[src/rtl/prq_pkg.sv]
// Package for the prefetch request queue: widths, command and status codes,
// register indexes, and the types shared by the queue slots and the top level.
// Depends on nothing.
package prq_pkg;

    localparam int QUEUE_DEPTH = 16;
    localparam int ADDR_BITS   = 48;
    localparam int TIME_BITS   = 48;
    localparam int QIDX_W      = (QUEUE_DEPTH > 1) ? $clog2(QUEUE_DEPTH) : 1;

    localparam int CMD_W    = 2;
    localparam int DELAY_W  = 16;
    localparam int SPACE_W  = 8;
    localparam int STATUS_W = 2;
    localparam int BSL_W    = 4;
    localparam int LIMIT_W  = 5;
    localparam int CFG_IDX_W  = 3;
    localparam int CFG_DATA_W = 5;

    // Commands carried by an input item.
    localparam logic [CMD_W-1:0] CMD_MISS      = 2'd0;
    localparam logic [CMD_W-1:0] CMD_CANDIDATE = 2'd1;
    localparam logic [CMD_W-1:0] CMD_ISSUE     = 2'd2;

    // Status codes of a result item.
    localparam logic [STATUS_W-1:0] STAT_DONE    = 2'd0;
    localparam logic [STATUS_W-1:0] STAT_ISSUED  = 2'd1;
    localparam logic [STATUS_W-1:0] STAT_DROPPED = 2'd2;
    localparam logic [STATUS_W-1:0] STAT_EMPTY   = 2'd3;

    // Configuration register indexes.
    localparam logic [CFG_IDX_W-1:0] REG_BLOCK_SIZE_LOG2  = 3'd0;
    localparam logic [CFG_IDX_W-1:0] REG_QUEUE_LIMIT      = 3'd1;
    localparam logic [CFG_IDX_W-1:0] REG_SERIAL_SQUASH    = 3'd2;
    localparam logic [CFG_IDX_W-1:0] REG_CHECK_AT_INSERT  = 3'd3;
    localparam logic [CFG_IDX_W-1:0] REG_DATA_ONLY        = 3'd4;

    typedef logic [ADDR_BITS-1:0] t_addr;
    typedef logic [TIME_BITS-1:0] t_time;

    typedef struct packed {
        t_addr               addr;
        t_time               tick;
        logic [SPACE_W-1:0]  space;
    } t_entry;

    // Operation applied to every slot of the queue in the same cycle.
    typedef enum logic [2:0] {
        OP_HOLD    = 3'd0,
        OP_COMPARE = 3'd1,
        OP_REMOVE  = 3'd2,
        OP_POP     = 3'd3,
        OP_SQUASH  = 3'd4,
        OP_APPEND  = 3'd5
    } t_cell_op;

    typedef struct packed {
        t_cell_op op;
        t_addr    key;
        t_addr    mask;
        t_time    miss_time;
        t_entry   fill;
    } t_cell_ctl;

endpackage

[src/rtl/prefetch_request_queue.sv]
// Top level of the prefetch request queue: sequencer, configuration
// registers, result register, and the chain of queue slots.
// Depends on prq_pkg and prq_cell.
//
// The queue is a row of QUEUE_DEPTH identical slots, head in slot 0, packed
// toward the head. Every cycle the sequencer broadcasts one operation to all
// slots (compare, remove-first-match, pop head, squash tail, append), and each
// slot takes its next entry from the slot above or from the broadcast fill.
// One item is worked on at a time. From the edge that accepts it, the item
// passes the compare state and ends in the done state, whose edge loads its
// result. An issue item, an unknown command, an ignored candidate or a
// rejected miss goes from compare straight to done. An accepted miss passes
// the remove state, and the squash state too with serial squash on. A skipped
// candidate passes the candidate state; an inserted one passes the candidate
// state and the evict state, which pops the head whenever the queue already
// holds queue_limit entries (several times after queue_limit was lowered
// below the fill level) and then appends. The sequencer steps the slot row
// one operation per cycle. The next item is accepted in idle, after the load.
// The result of an item sits in an output register; the next item is accepted
// as soon as the sequencer is back at rest, even if that result still waits,
// and the sequencer only stalls when it has a new result and the register is
// still full. Configuration writes take effect at once and are meant to be
// made while the block is idle.
module prefetch_request_queue (
    input  logic                             i_clk,
    input  logic                             i_rst_n,
    // Configuration write port.
    input  logic                             i_cfg_we,
    input  logic [prq_pkg::CFG_IDX_W-1:0]    i_cfg_idx,
    input  logic [prq_pkg::CFG_DATA_W-1:0]   i_cfg_wdata,
    // Input items.
    input  logic                             i_valid,
    output logic                             o_ready,
    input  logic [prq_pkg::CMD_W-1:0]        i_command,
    input  logic [prq_pkg::ADDR_BITS-1:0]    i_address,
    input  logic [prq_pkg::TIME_BITS-1:0]    i_event_time,
    input  logic [prq_pkg::DELAY_W-1:0]      i_delay,
    input  logic [prq_pkg::SPACE_W-1:0]      i_space_id,
    input  logic                             i_uncacheable,
    input  logic                             i_instruction_read,
    input  logic                             i_cached,
    input  logic                             i_in_miss_queue,
    // Result items.
    output logic                             o_valid,
    input  logic                             i_ready,
    output logic [prq_pkg::STATUS_W-1:0]     o_status,
    output logic [prq_pkg::ADDR_BITS-1:0]    o_out_address,
    output logic [prq_pkg::TIME_BITS-1:0]    o_out_time,
    output logic [prq_pkg::SPACE_W-1:0]      o_out_space_id,
    output logic                             o_pending,
    output logic                             o_bus_request,
    output logic [prq_pkg::TIME_BITS-1:0]    o_request_time
);
    import prq_pkg::*;

    typedef enum logic [6:0] {
        ST_IDLE   = 7'b0000001,
        ST_CMP    = 7'b0000010,
        ST_REMOVE = 7'b0000100,
        ST_SQUASH = 7'b0001000,
        ST_CAND   = 7'b0010000,
        ST_EVICT  = 7'b0100000,
        ST_DONE   = 7'b1000000
    } t_state;

    t_state r_state;
    t_state n_state;

    // Configuration registers.
    logic [BSL_W-1:0]   r_block_size_log2;
    logic [LIMIT_W-1:0] r_queue_limit;
    logic               r_serial_squash;
    logic               r_check_at_insert;
    logic               r_data_only;

    // Latched input item.
    logic [CMD_W-1:0]   r_cmd;
    t_addr              r_addr;
    t_time              r_etime;
    logic [DELAY_W-1:0] r_delay;
    logic [SPACE_W-1:0] r_space;
    logic               r_uncach;
    logic               r_iread;
    logic               r_cached;
    logic               r_inmq;

    // Miss context kept for the candidates that follow.
    t_time              r_last_time;
    logic [SPACE_W-1:0] r_last_space;
    logic               r_miss_acc;
    t_time              r_cand_time;

    // Result under construction.
    logic [STATUS_W-1:0] r_res_status;
    t_addr               r_res_addr;
    t_time               r_res_time;
    logic [SPACE_W-1:0]  r_res_space;
    logic                r_res_bus;
    t_time               r_res_rtime;

    // Output register.
    logic                r_out_valid;
    logic [STATUS_W-1:0] r_out_status;
    t_addr               r_out_addr;
    t_time               r_out_time;
    logic [SPACE_W-1:0]  r_out_space;
    logic                r_out_pending;
    logic                r_out_bus;
    t_time               r_out_rtime;

    // Slot row.
    t_cell_ctl              w_ctl;
    t_entry                 w_entry   [QUEUE_DEPTH];
    logic [QUEUE_DEPTH-1:0] w_valid;
    logic [QUEUE_DEPTH-1:0] w_match;
    logic [QUEUE_DEPTH-1:0] w_hit;
    logic [QUEUE_DEPTH-1:0] w_tail_ok;

    t_addr            w_mask;
    logic [QIDX_W-1:0] w_lim_m1;
    logic             w_full;
    logic             w_accept;
    logic             w_miss_reject;
    logic             w_skip;
    logic             w_out_free;

    assign w_accept   = i_valid && o_ready;
    assign o_ready    = (r_state == ST_IDLE);
    assign w_out_free = !r_out_valid || i_ready;

    // Block mask from the configured block size.
    assign w_mask = ~((t_addr'(1) << r_block_size_log2) - t_addr'(1));

    // Effective limit minus one: zero acts as one, too large acts as the depth.
    always_comb begin
        if (32'(r_queue_limit) > QUEUE_DEPTH) begin
            w_lim_m1 = QIDX_W'(QUEUE_DEPTH - 1);
        end else if (r_queue_limit == '0) begin
            w_lim_m1 = '0;
        end else begin
            w_lim_m1 = QIDX_W'(32'(r_queue_limit) - 32'd1);
        end
    end

    assign w_full        = w_valid[w_lim_m1];
    assign w_miss_reject = r_uncach || (r_iread && r_data_only);
    assign w_skip        = (r_check_at_insert && r_cached) || r_inmq || (|w_match);

    // Slot control broadcast.
    always_comb begin
        w_ctl.op        = OP_HOLD;
        w_ctl.key       = (r_cmd == CMD_MISS) ? (r_addr & w_mask) : r_addr;
        w_ctl.mask      = w_mask;
        w_ctl.miss_time = r_etime;
        w_ctl.fill.addr  = r_addr;
        w_ctl.fill.tick  = r_cand_time;
        w_ctl.fill.space = r_last_space;
        unique case (r_state)
            ST_CMP: begin
                if (r_cmd == CMD_ISSUE) begin
                    w_ctl.op = OP_POP;
                end else if ((r_cmd == CMD_MISS) || (r_cmd == CMD_CANDIDATE)) begin
                    w_ctl.op = OP_COMPARE;
                end
            end
            ST_REMOVE: w_ctl.op = OP_REMOVE;
            ST_SQUASH: w_ctl.op = OP_SQUASH;
            ST_EVICT:  w_ctl.op = w_full ? OP_POP : OP_APPEND;
            default:   w_ctl.op = OP_HOLD;
        endcase
    end

    // Sequencer.
    always_comb begin
        n_state = r_state;
        unique case (r_state)
            ST_IDLE: begin
                if (w_accept) begin
                    n_state = ST_CMP;
                end
            end
            ST_CMP: begin
                if ((r_cmd == CMD_MISS) && !w_miss_reject) begin
                    n_state = ST_REMOVE;
                end else if ((r_cmd == CMD_CANDIDATE) && r_miss_acc) begin
                    n_state = ST_CAND;
                end else begin
                    n_state = ST_DONE;
                end
            end
            ST_REMOVE: n_state = r_serial_squash ? ST_SQUASH : ST_DONE;
            ST_SQUASH: n_state = ST_DONE;
            ST_CAND:   n_state = w_skip ? ST_DONE : ST_EVICT;
            ST_EVICT: begin
                if (!w_full) begin
                    n_state = ST_DONE;
                end
            end
            ST_DONE: begin
                if (w_out_free) begin
                    n_state = ST_IDLE;
                end
            end
            default: n_state = ST_IDLE;
        endcase
    end

    // Control registers.
    always_ff @(posedge i_clk) begin
        if (!i_rst_n) begin
            r_state           <= ST_IDLE;
            r_block_size_log2 <= BSL_W'(6);
            r_queue_limit     <= LIMIT_W'(16);
            r_serial_squash   <= 1'b0;
            r_check_at_insert <= 1'b0;
            r_data_only       <= 1'b0;
            r_last_time       <= '0;
            r_last_space      <= '0;
            r_miss_acc        <= 1'b0;
            r_out_valid       <= 1'b0;
        end else begin
            r_state <= n_state;
            if (i_cfg_we) begin
                unique case (i_cfg_idx)
                    REG_BLOCK_SIZE_LOG2: r_block_size_log2 <= i_cfg_wdata[BSL_W-1:0];
                    REG_QUEUE_LIMIT:     r_queue_limit     <= i_cfg_wdata[LIMIT_W-1:0];
                    REG_SERIAL_SQUASH:   r_serial_squash   <= i_cfg_wdata[0];
                    REG_CHECK_AT_INSERT: r_check_at_insert <= i_cfg_wdata[0];
                    REG_DATA_ONLY:       r_data_only       <= i_cfg_wdata[0];
                    default: begin
                    end
                endcase
            end
            if ((r_state == ST_CMP) && (r_cmd == CMD_MISS) && w_miss_reject) begin
                r_miss_acc <= 1'b0;
            end
            if (r_state == ST_REMOVE) begin
                r_last_time  <= r_etime;
                r_last_space <= r_space;
                r_miss_acc   <= 1'b1;
            end
            if ((r_state == ST_DONE) && w_out_free) begin
                r_out_valid <= 1'b1;
            end else if (i_ready) begin
                r_out_valid <= 1'b0;
            end
        end
    end

    // Item payload, result and output registers.
    always_ff @(posedge i_clk) begin
        if (w_accept) begin
            r_cmd        <= i_command;
            r_addr       <= i_address;
            r_etime      <= i_event_time;
            r_delay      <= i_delay;
            r_space      <= i_space_id;
            r_uncach     <= i_uncacheable;
            r_iread      <= i_instruction_read;
            r_cached     <= i_cached;
            r_inmq       <= i_in_miss_queue;
            r_res_status <= STAT_DONE;
            r_res_addr   <= '0;
            r_res_time   <= '0;
            r_res_space  <= '0;
            r_res_bus    <= 1'b0;
            r_res_rtime  <= '0;
        end
        if (r_state == ST_CMP) begin
            // Candidate entry time wraps with the time width.
            r_cand_time <= r_last_time + t_time'(r_delay);
            if (r_cmd == CMD_ISSUE) begin
                if (!w_valid[0]) begin
                    r_res_status <= STAT_EMPTY;
                end else if (!r_check_at_insert && r_cached) begin
                    r_res_status <= STAT_DROPPED;
                end else begin
                    r_res_status <= STAT_ISSUED;
                    r_res_addr   <= w_entry[0].addr;
                    r_res_time   <= w_entry[0].tick;
                    r_res_space  <= w_entry[0].space;
                end
            end
        end
        if ((r_state == ST_EVICT) && !w_full) begin
            r_res_bus   <= 1'b1;
            r_res_rtime <= r_cand_time;
        end
        if ((r_state == ST_DONE) && w_out_free) begin
            r_out_status  <= r_res_status;
            r_out_addr    <= r_res_addr;
            r_out_time    <= r_res_time;
            r_out_space   <= r_res_space;
            r_out_pending <= w_valid[0];
            r_out_bus     <= r_res_bus;
            r_out_rtime   <= r_res_rtime;
        end
    end

    // Chain of queue slots: slot 0 is the head, the top slot sees an empty
    // neighbor above it.
    for (genvar g = 0; g < QUEUE_DEPTH; g++) begin : g_slot
        t_entry w_above;
        logic   w_above_valid;
        logic   w_above_tail_ok;
        logic   w_below_valid;
        logic   w_below_hit;

        if (g == QUEUE_DEPTH - 1) begin : g_top
            assign w_above         = w_entry[g];
            assign w_above_valid   = 1'b0;
            assign w_above_tail_ok = 1'b1;
        end else begin : g_mid
            assign w_above         = w_entry[g+1];
            assign w_above_valid   = w_valid[g+1];
            assign w_above_tail_ok = w_tail_ok[g+1];
        end

        if (g == 0) begin : g_head
            assign w_below_valid = 1'b1;
            assign w_below_hit   = 1'b0;
        end else begin : g_rest
            assign w_below_valid = w_valid[g-1];
            assign w_below_hit   = w_hit[g-1];
        end

        prq_cell u_slot (
            .i_clk           (i_clk),
            .i_rst_n         (i_rst_n),
            .i_ctl           (w_ctl),
            .i_above         (w_above),
            .i_above_valid   (w_above_valid),
            .i_above_tail_ok (w_above_tail_ok),
            .i_below_valid   (w_below_valid),
            .i_below_hit     (w_below_hit),
            .o_entry         (w_entry[g]),
            .o_valid         (w_valid[g]),
            .o_match         (w_match[g]),
            .o_hit           (w_hit[g]),
            .o_tail_ok       (w_tail_ok[g])
        );
    end

    assign o_valid        = r_out_valid;
    assign o_status       = r_out_status;
    assign o_out_address  = r_out_addr;
    assign o_out_time     = r_out_time;
    assign o_out_space_id = r_out_space;
    assign o_pending      = r_out_pending;
    assign o_bus_request  = r_out_bus;
    assign o_request_time = r_out_rtime;

endmodule

[src/rtl/prq_cell.sv]
// One slot of the prefetch request queue: holds one entry and its valid bit,
// and trades entries and chain signals with its two neighbors.
// Depends on prq_pkg.
module prq_cell (
    input  logic               i_clk,
    input  logic               i_rst_n,
    input  prq_pkg::t_cell_ctl i_ctl,
    input  prq_pkg::t_entry    i_above,
    input  logic               i_above_valid,
    input  logic               i_above_tail_ok,
    input  logic               i_below_valid,
    input  logic               i_below_hit,
    output prq_pkg::t_entry    o_entry,
    output logic               o_valid,
    output logic               o_match,
    output logic               o_hit,
    output logic               o_tail_ok
);
    import prq_pkg::*;

    t_entry r_entry;
    logic   r_valid;
    logic   r_match;
    logic   w_ge;

    // A slot shifts down once a matching slot has been found at or below it.
    assign o_hit = i_below_hit || r_match;
    assign w_ge  = (r_entry.tick >= i_ctl.miss_time);
    // True when this slot and every valid slot above it may be squashed.
    assign o_tail_ok = !r_valid || (w_ge && i_above_tail_ok);

    always_ff @(posedge i_clk) begin
        if (!i_rst_n) begin
            r_valid <= 1'b0;
            r_match <= 1'b0;
        end else begin
            unique case (i_ctl.op)
                OP_COMPARE: begin
                    r_match <= r_valid && ((r_entry.addr & i_ctl.mask) == i_ctl.key);
                end
                OP_REMOVE: begin
                    if (o_hit) begin
                        r_valid <= i_above_valid;
                    end
                    r_match <= 1'b0;
                end
                OP_POP: begin
                    r_valid <= i_above_valid;
                    r_match <= 1'b0;
                end
                OP_SQUASH: begin
                    if (w_ge && i_above_tail_ok) begin
                        r_valid <= 1'b0;
                    end
                end
                OP_APPEND: begin
                    if (!r_valid && i_below_valid) begin
                        r_valid <= 1'b1;
                    end
                end
                default: begin
                end
            endcase
        end
    end

    always_ff @(posedge i_clk) begin
        if ((i_ctl.op == OP_POP) || ((i_ctl.op == OP_REMOVE) && o_hit)) begin
            r_entry <= i_above;
        end else if ((i_ctl.op == OP_APPEND) && !r_valid && i_below_valid) begin
            r_entry <= i_ctl.fill;
        end
    end

    assign o_entry = r_entry;
    assign o_valid = r_valid;
    assign o_match = r_match;

endmodule

[config.mk]
export PLATFORM = sky130hd
export DESIGN_NAME = prefetch_request_queue
export DESIGN_NICKNAME = d
export VERILOG_FILES = /design/src/rtl/prq_pkg.sv /design/src/rtl/prefetch_request_queue.sv /design/src/rtl/prq_cell.sv
export SDC_FILE = /design/constraint.sdc
export NUM_CORES = 2
export LEC_CHECK = 0
export BUFFER_PORTS_ARGS = -buffer_cell sky130_fd_sc_hd__buf_2
export CAP_MARGIN = 40
export CORE_ASPECT_RATIO = 0.9
export CORE_MARGIN = 2
export CORE_UTILIZATION = 37
export DETAILED_ROUTE_END_ITERATION = 12
export GPL_TIMING_DRIVEN = 0
export PLACE_DENSITY = 0.54
export SLEW_MARGIN = 10
export SYNTH_ARGS = -nofsm -noshare
export SYNTH_HDL_FRONTEND = slang
export SYNTH_SLANG_ARGS = --single-unit
[constraint.sdc]
create_clock -name i_clk -period 16.56 [get_ports i_clk]
set_clock_uncertainty 0.05 [all_clocks]
set_input_delay 0.828 -clock i_clk [delete_from_list [all_inputs] [get_ports i_clk]]
set_output_delay 0.828 -clock i_clk [all_outputs]
set_load 0.05 [all_outputs]
# Word-level counts from Yosys, hierarchy flattened

Cells that the tools add are included.

$add $sub $neg: 3
$lt $le $gt $ge: 18
Equal/unequal tests: 84
Shifts and indexed selects: 1
Muxes and demuxes: 152
Bitwise gates (word level): 19
Reduce and logical (&&, ||, !) cells: 222

Operators with widths:

| cell                  | count |
|---|---|
| $mux 104              | 30 |
| $and 48x48->48        | 17 |
| $eq 48x48->1          | 16 |
| $ge 48x48->1          | 16 |
| $mux 48               | 13 |
| $logic_and 1x1->1     | 103 |
| $ne 2x1->1 const B    | 48 |
| $pmux 1 s4            | 16 |
| $reduce_and 4->1      | 15 |
| $mux 1                | 53 |
| $logic_or 1x1->1      | 51 |
| $mux 7                | 7 |
| $pmux 7 s7            | 1 |
| $add 48x16->48        | 1 |
| $not 48->48           | 1 |
| $shl 1x4->48 const A  | 1 |
| $sub 48x1->48 const B | 1 |
| $mux 8                | 5 |
| $reduce_bool 2->1     | 19 |
| $pmux 1 s2            | 16 |
| $logic_not 1->1       | 20 |
| $reduce_or 16->1      | 1 |
| $eq 3x2->1 const B    | 4 |
| $mux 2                | 6 |
| other kinds (27)      | 38 |

Bits in registers: 2258
Input port bits: 139
Output and inout port bits: 158
Word-level logic and storage cells: 612

# Depth between registers and ports, before layout

Word-level depth: 33
Depth in mapped cells: 20
Depth with buffers taken out: 15

# Hierarchy

From an unflattened synthesis, not the netlist that was laid out.

Cell total of the unflattened synthesis: 10006
Area total of the unflattened synthesis: 124162.8 um^2

By module, submodules not included:

| module                 | times used | cells each | area each (um^2) | seq. area each (um^2) |
|---|---|---|---|---|
| prq_cell               | 16         | 521        | 6438.7           | 3163.0 |
| prefetch_request_queue | 1          | 1670       | 21144.0          | 15034.4 |

# Worst setup path after synthesis

Ideal clock, no wire load.

Kind: reg2reg
From: register r_state[2]
To: register g_slot[11].u_slot.r_entry (netlist bit g_slot[11].u_slot.o_entry[0]), enable pin
Setup time: 0.710 ns
Arrival time: 12.986 ns
Data required time: 15.800 ns
Path slack: 2.813 ns
Stages on the path, launching flop included: 10
Buffers on the path: 3
Period minus slack after synthesis: 13.747 ns
Cell sequence: dfxtp_1 > nor3_1 > nand2_1 > nor3b_1 > and3b_1 > clkbuf_1 > nor3_4 > buf_6 > buf_2 > o21ai_0

Longest elaborated chain between the ends: 6
Elaborated cells between the ends (all ways): 13
Classes of those cells: eq/ne (7); mux (1); reduce/logical (5)

Ends and longest elaborated chain:

| what                                                         | RTL line                       | source |
|---|---|---|
| start, declared                                              | prefetch_request_queue.sv:66   | `t_state r_state;` |
| start signal, assigned                                       | prefetch_request_queue.sv:222  | `r_state <= n_state;` |
| $eq 7x6->1, or another cell as far along                     | prefetch_request_queue.sv:158  | `unique case (r_state)` |
| $pmux 3 s4 (*)                                               | prefetch_request_queue.sv:158  |  |
| $eq 3x3->1 / $eq 3x2->1 (equally long branches)              | prq_cell.sv:70, prq_cell.sv:68 |  |
| $logic_and 1x1->1 (on tied branches)                         | prq_cell.sv:70, prq_cell.sv:68 |  |
| $logic_and 1x1->1 / $logic_or 1x1->1 (equally long branches) | prq_cell.sv:70, prq_cell.sv:68 |  |
| $reduce_bool 2->1 (no line) (*)                              | n/a                            |  |
| end signal, assigned                                         | prq_cell.sv:69                 | `r_entry <= i_above;` |
| end signal, assigned                                         | prq_cell.sv:71                 | `r_entry <= i_ctl.fill;` |
| end, declared                                                | prq_cell.sv:21                 | `t_entry r_entry;` |

Every way passes the cells marked *; elsewhere a longest branch is shown, timed or not.
A chain may end at the register's enable or synchronous reset.

# Worst setup path in the final report

From: register r_block_size_log2[3]
To: register g_slot[1].u_slot.r_match

Longest elaborated chain between the ends: 8
Elaborated cells between the ends (all ways): 9
Classes of those cells: add/sub (1); eq/ne (1); shift (1); mux (2); bitwise (3); reduce/logical (1)

Ends and longest elaborated chain:

| what                   | RTL line                      | source |
|---|---|---|
| start, declared        | prefetch_request_queue.sv:70  | `logic [BSL_W-1:0] r_block_size_log2;` |
| start signal, assigned | prefetch_request_queue.sv:225 | `REG_BLOCK_SIZE_LOG2: r_block_size_log2 <= i_cfg_wdata[BSL_W-1:0];` |
| $shl 1x4->48 (*)       | prefetch_request_queue.sv:132 | `assign w_mask = ~((t_addr'(1) << r_block_size_log2) - t_addr'(1));` |
| $sub 48x1->48 (*)      | prefetch_request_queue.sv:132 |  |
| $not 48->48 (*)        | prefetch_request_queue.sv:132 |  |
| $and 48x48->48         | prefetch_request_queue.sv:152 | `w_ctl.key = (r_cmd == CMD_MISS) ? (r_addr & w_mask) : r_addr;` |
| $mux 48                | prefetch_request_queue.sv:152 |  |
| $eq 48x48->1 (*)       | prq_cell.sv:39                | `r_match <= r_valid && ((r_entry.addr & i_ctl.mask) == i_ctl.key);` |
| $logic_and 1x1->1 (*)  | prq_cell.sv:39                |  |
| $pmux 1 s2 (*)         | prq_cell.sv:37                | `unique case (i_ctl.op)` |
| end signal, assigned   | prq_cell.sv:39                |  |
| end, declared          | prq_cell.sv:23                | `logic r_match;` |

Marked as above.

==> impl_metrics.toml <==
[outcome]
status = "completed"

[setup_path]
cp.depth = 22
crit_required_ps = 17330
slowest_delay_ps = 780
crit_type = "register to register"
end_kind = "register"
path_cells = "clkbuf_1 > nor2_1 > clkbuf_1 > buf_6 > nand3b_1 > ha_1 > clkbuf_1 > and3_1 > clkbuf_1 > buf_1 > buf_8 > nor2_1 > buf_6 > clkbuf_1 > a22oi_1 > o221ai_1 > a2111oi_0 > nand4_1 > a2111oi_1 > clkdlybuf4s15_2 > nand3_1 > a21oi_1"
cpMaxStageDelayCell = "a2111oi_0"
cp_max_fo = 10
worstPathArrival_ps = 9280
start_kind = "register"
worstPathBufferInverterCount = 10
crit_family = "buffers and inverters"
worst_path_most_repeated_cell = "clkbuf_1"
worstRegToRegCells = 22

[synthesis]
ys_ff_latch = 2258
synth.distinct_cells = 84
seq_area_frac_synth = 0.561
yosys_warnings = 0
yosys_most_used_dff = "edfxtp_1"
avgSynthCellArea_um2 = 13.3
synth_nets = 9706
netlist_area_um2 = 117000
synth_edf_count = 2042
async_flop_share = 0
synth_cells = 8779

[power]
max-vdd-ir-drop_uv = 80.0
p_leak_uw = 0.0500
power.share.combinational = 0.133
switching_power_uw = 3950
clkPwrFrac = 0.422
p_seq_frac = 0.444
p_per_area_nw_per_um2 = 104
intPower_uw = 10500
p_sw_frac = 0.274

[job]
maxCapViolations = 0

[routing]
vias = 85600
vias_per_cell = 6.06
drt-initial-drc-count = 11500
drc = 0
wl_um = 516000
wl_per_cell_um = 36.5
final_antenna_net_count = 0
firstDrtPassIters = 9

[floorplanning]
die_area_um2 = 321000
initial_core_util = 0.372
pin_count = 297
die-width_um = 597
die_y_um = 537
core-area_um2 = 314000
fp-row-count = 195

[layout]
syn2layout_area_growth_pct = 18.5
multiInputGateArea_um2 = 49100
utilization = 0.441
register_area_um2 = 65600
instances_no_fill = 14100
fill_cells = 28400
nets = 10700
drive_gt1_frac = 0.277

[clock_tree]
cts_max_level = 5
post_cts_buffers = 0
cts_tree = "done"
clk_path_buf_depth = 4
cts.sinks = 2258
clkSlewWorstSetupHoldPaths_ps = 60
cts.repair.resized = 0
cts_buffers = 269
hold_buffers = 49
clock-root-buffer = "clkbuf_16"
clock_latency_ps = 910

[global_routing]
grt_pass1_wl_um = 696000
overflow = 0
grt_usage = 0.313
grt_pass1_vias = 82700
grt_max_degree = 65
grt_antenna_before_repair = 31

[timing]
rsz0062_at_grt = "no"
relSlewSlack = 0.237
fin_setup_tns_ps = 0
max_freq_mhz = 117
tightest_slew_ps = 1130
hold_viol_final = 0
post-route-period-util = 0.514
whs_ps = 55.7
slew_violations = 0
setup_violations = 0
fin_ws_ps = 8050
fin_crit_ps = 8510

[worst_hold_path]
hp-class = "input port to register"
hold_depth = 1

[placed_design]
post-dp-hpwl_um = 408000
placed_cells = 13600
gp_congestion = 1.03
portBuffers = 295
detailedPlace.worstSlack_ps = 8510
[cells in the mapped netlist, types with 153 or more instances]
master,n,area share
dfxtp_1,216,0.037
xor2_1,244,0.018
clkbuf_1,416,0.013
nor2_1,249,0.0080
o21ai_0,245,0.010
ha_1,787,0.084
xnor2_1,157,0.012
mux2_2,1531,0.15
edfxtp_1,2042,0.52
a21oi_1,713,0.031
a21o_1,153,0.0098
nand2_1,434,0.014
nand4_1,220,0.012
[flip-flops by register name, summed over array words and instances, names as in the netlist, 4 cells and up]
signal,count
r_res_addr,48
r_res_space,8
r_res_time,48
r_cand_time,48
r_etime,48
r_addr,48
r_block_size_log2,4
r_last_space,8
o_out_time,48
r_res_rtime,48
o_out_address,48
r_space,8
o_request_time,48
r_delay,16
g_slot.u_slot.o_match,16
g_slot.u_slot.o_valid,16
r_queue_limit,5
r_last_time,48
o_out_space_id,8
r_state,7
g_slot.u_slot.o_entry,1664
[final cells by class]
cell class	count	share of cell area
Buffer	539	0.0158
Multi-Input combinational cell	5867	0.354
Clock buffer	354	0.0538
Clock inverter	130	0.00984
Antenna cell	12	0.000217
Timing Repair Buffer	706	0.0517
Sequential cell	2258	0.474
Inverter	115	0.00322
Tap cell	4137	0.0374
[path summary, 6_finish.rpt]
path,from,end,slack [ps]
worst min-delay path,i_address[14],r_addr[14]$_DFFE_PP_,60
worst max-delay path,r_block_size_log2[3]$_SDFFE_PN0P_,g_slot[1].u_slot.o_match$_SDFFE_PN0P_,8050
worst min register to register,r_res_rtime[34]$_SDFFCE_PN0P_,o_request_time[34]$_DFFE_PP_,360
worst max register to register,r_block_size_log2[3]$_SDFFE_PN0P_,g_slot[1].u_slot.o_match$_SDFFE_PN0P_,8050
[logic make-up (layout without fill, tap and decap cells)]
group                    after synthesis  in the layout  synth area share
multiplexers                        1545           1545             0.149
flip-flops                          2258           2258             0.561
XOR/XNOR                             401            401            0.0300
AO/OA/AOI/OAI                       1712           1712            0.0926
AND/OR/NAND/NOR                     1419           1419            0.0604
adder cells (fa/ha/maj)              790            790            0.0845
buffers and inverters                654           1844            0.0224
other                                  0             12                 0
[power groups by stage]
stage	combinational, uW	sequential (uW)	clock, uW
floorplan	977	6500	0
global placement	1700	6550	0
detailed placement	1860	6530	0
CTS	1880	6410	6160
global route	2020	6410	6360
finish	1930	6410	6090
[per-layer routing]
metal	track usage	routed length [um]
met5	0	139
met4	0.116	21800
met3	0.0741	51000
met2	0.458	216000
met1	0.449	227000
[cells in the final DEF, fill, tap and decap left out, drive strengths merged, types with 127 or more instances in the layout]
cell type / count
a21o: 153
a21oi: 715
buf: 772
clkbuf: 772
dfxtp: 216
edfxtp: 2042
ha: 787
inv: 127
mux2: 1531
nand2: 434
nand4: 220
nor2: 254
o21ai: 263
xnor2: 157
xor2: 244
[stage by stage]
step,instance area [um2],total power (uW)
3_5_place_dp,129000,8390
3_3_place_gp,124000,8250
5_1_grt,139000,14800
6_report,139000,14400
2_1_floorplan,117000,7480
4_1_cts,138000,14400
No activity file was read; power rests on OpenSTA's default activity.
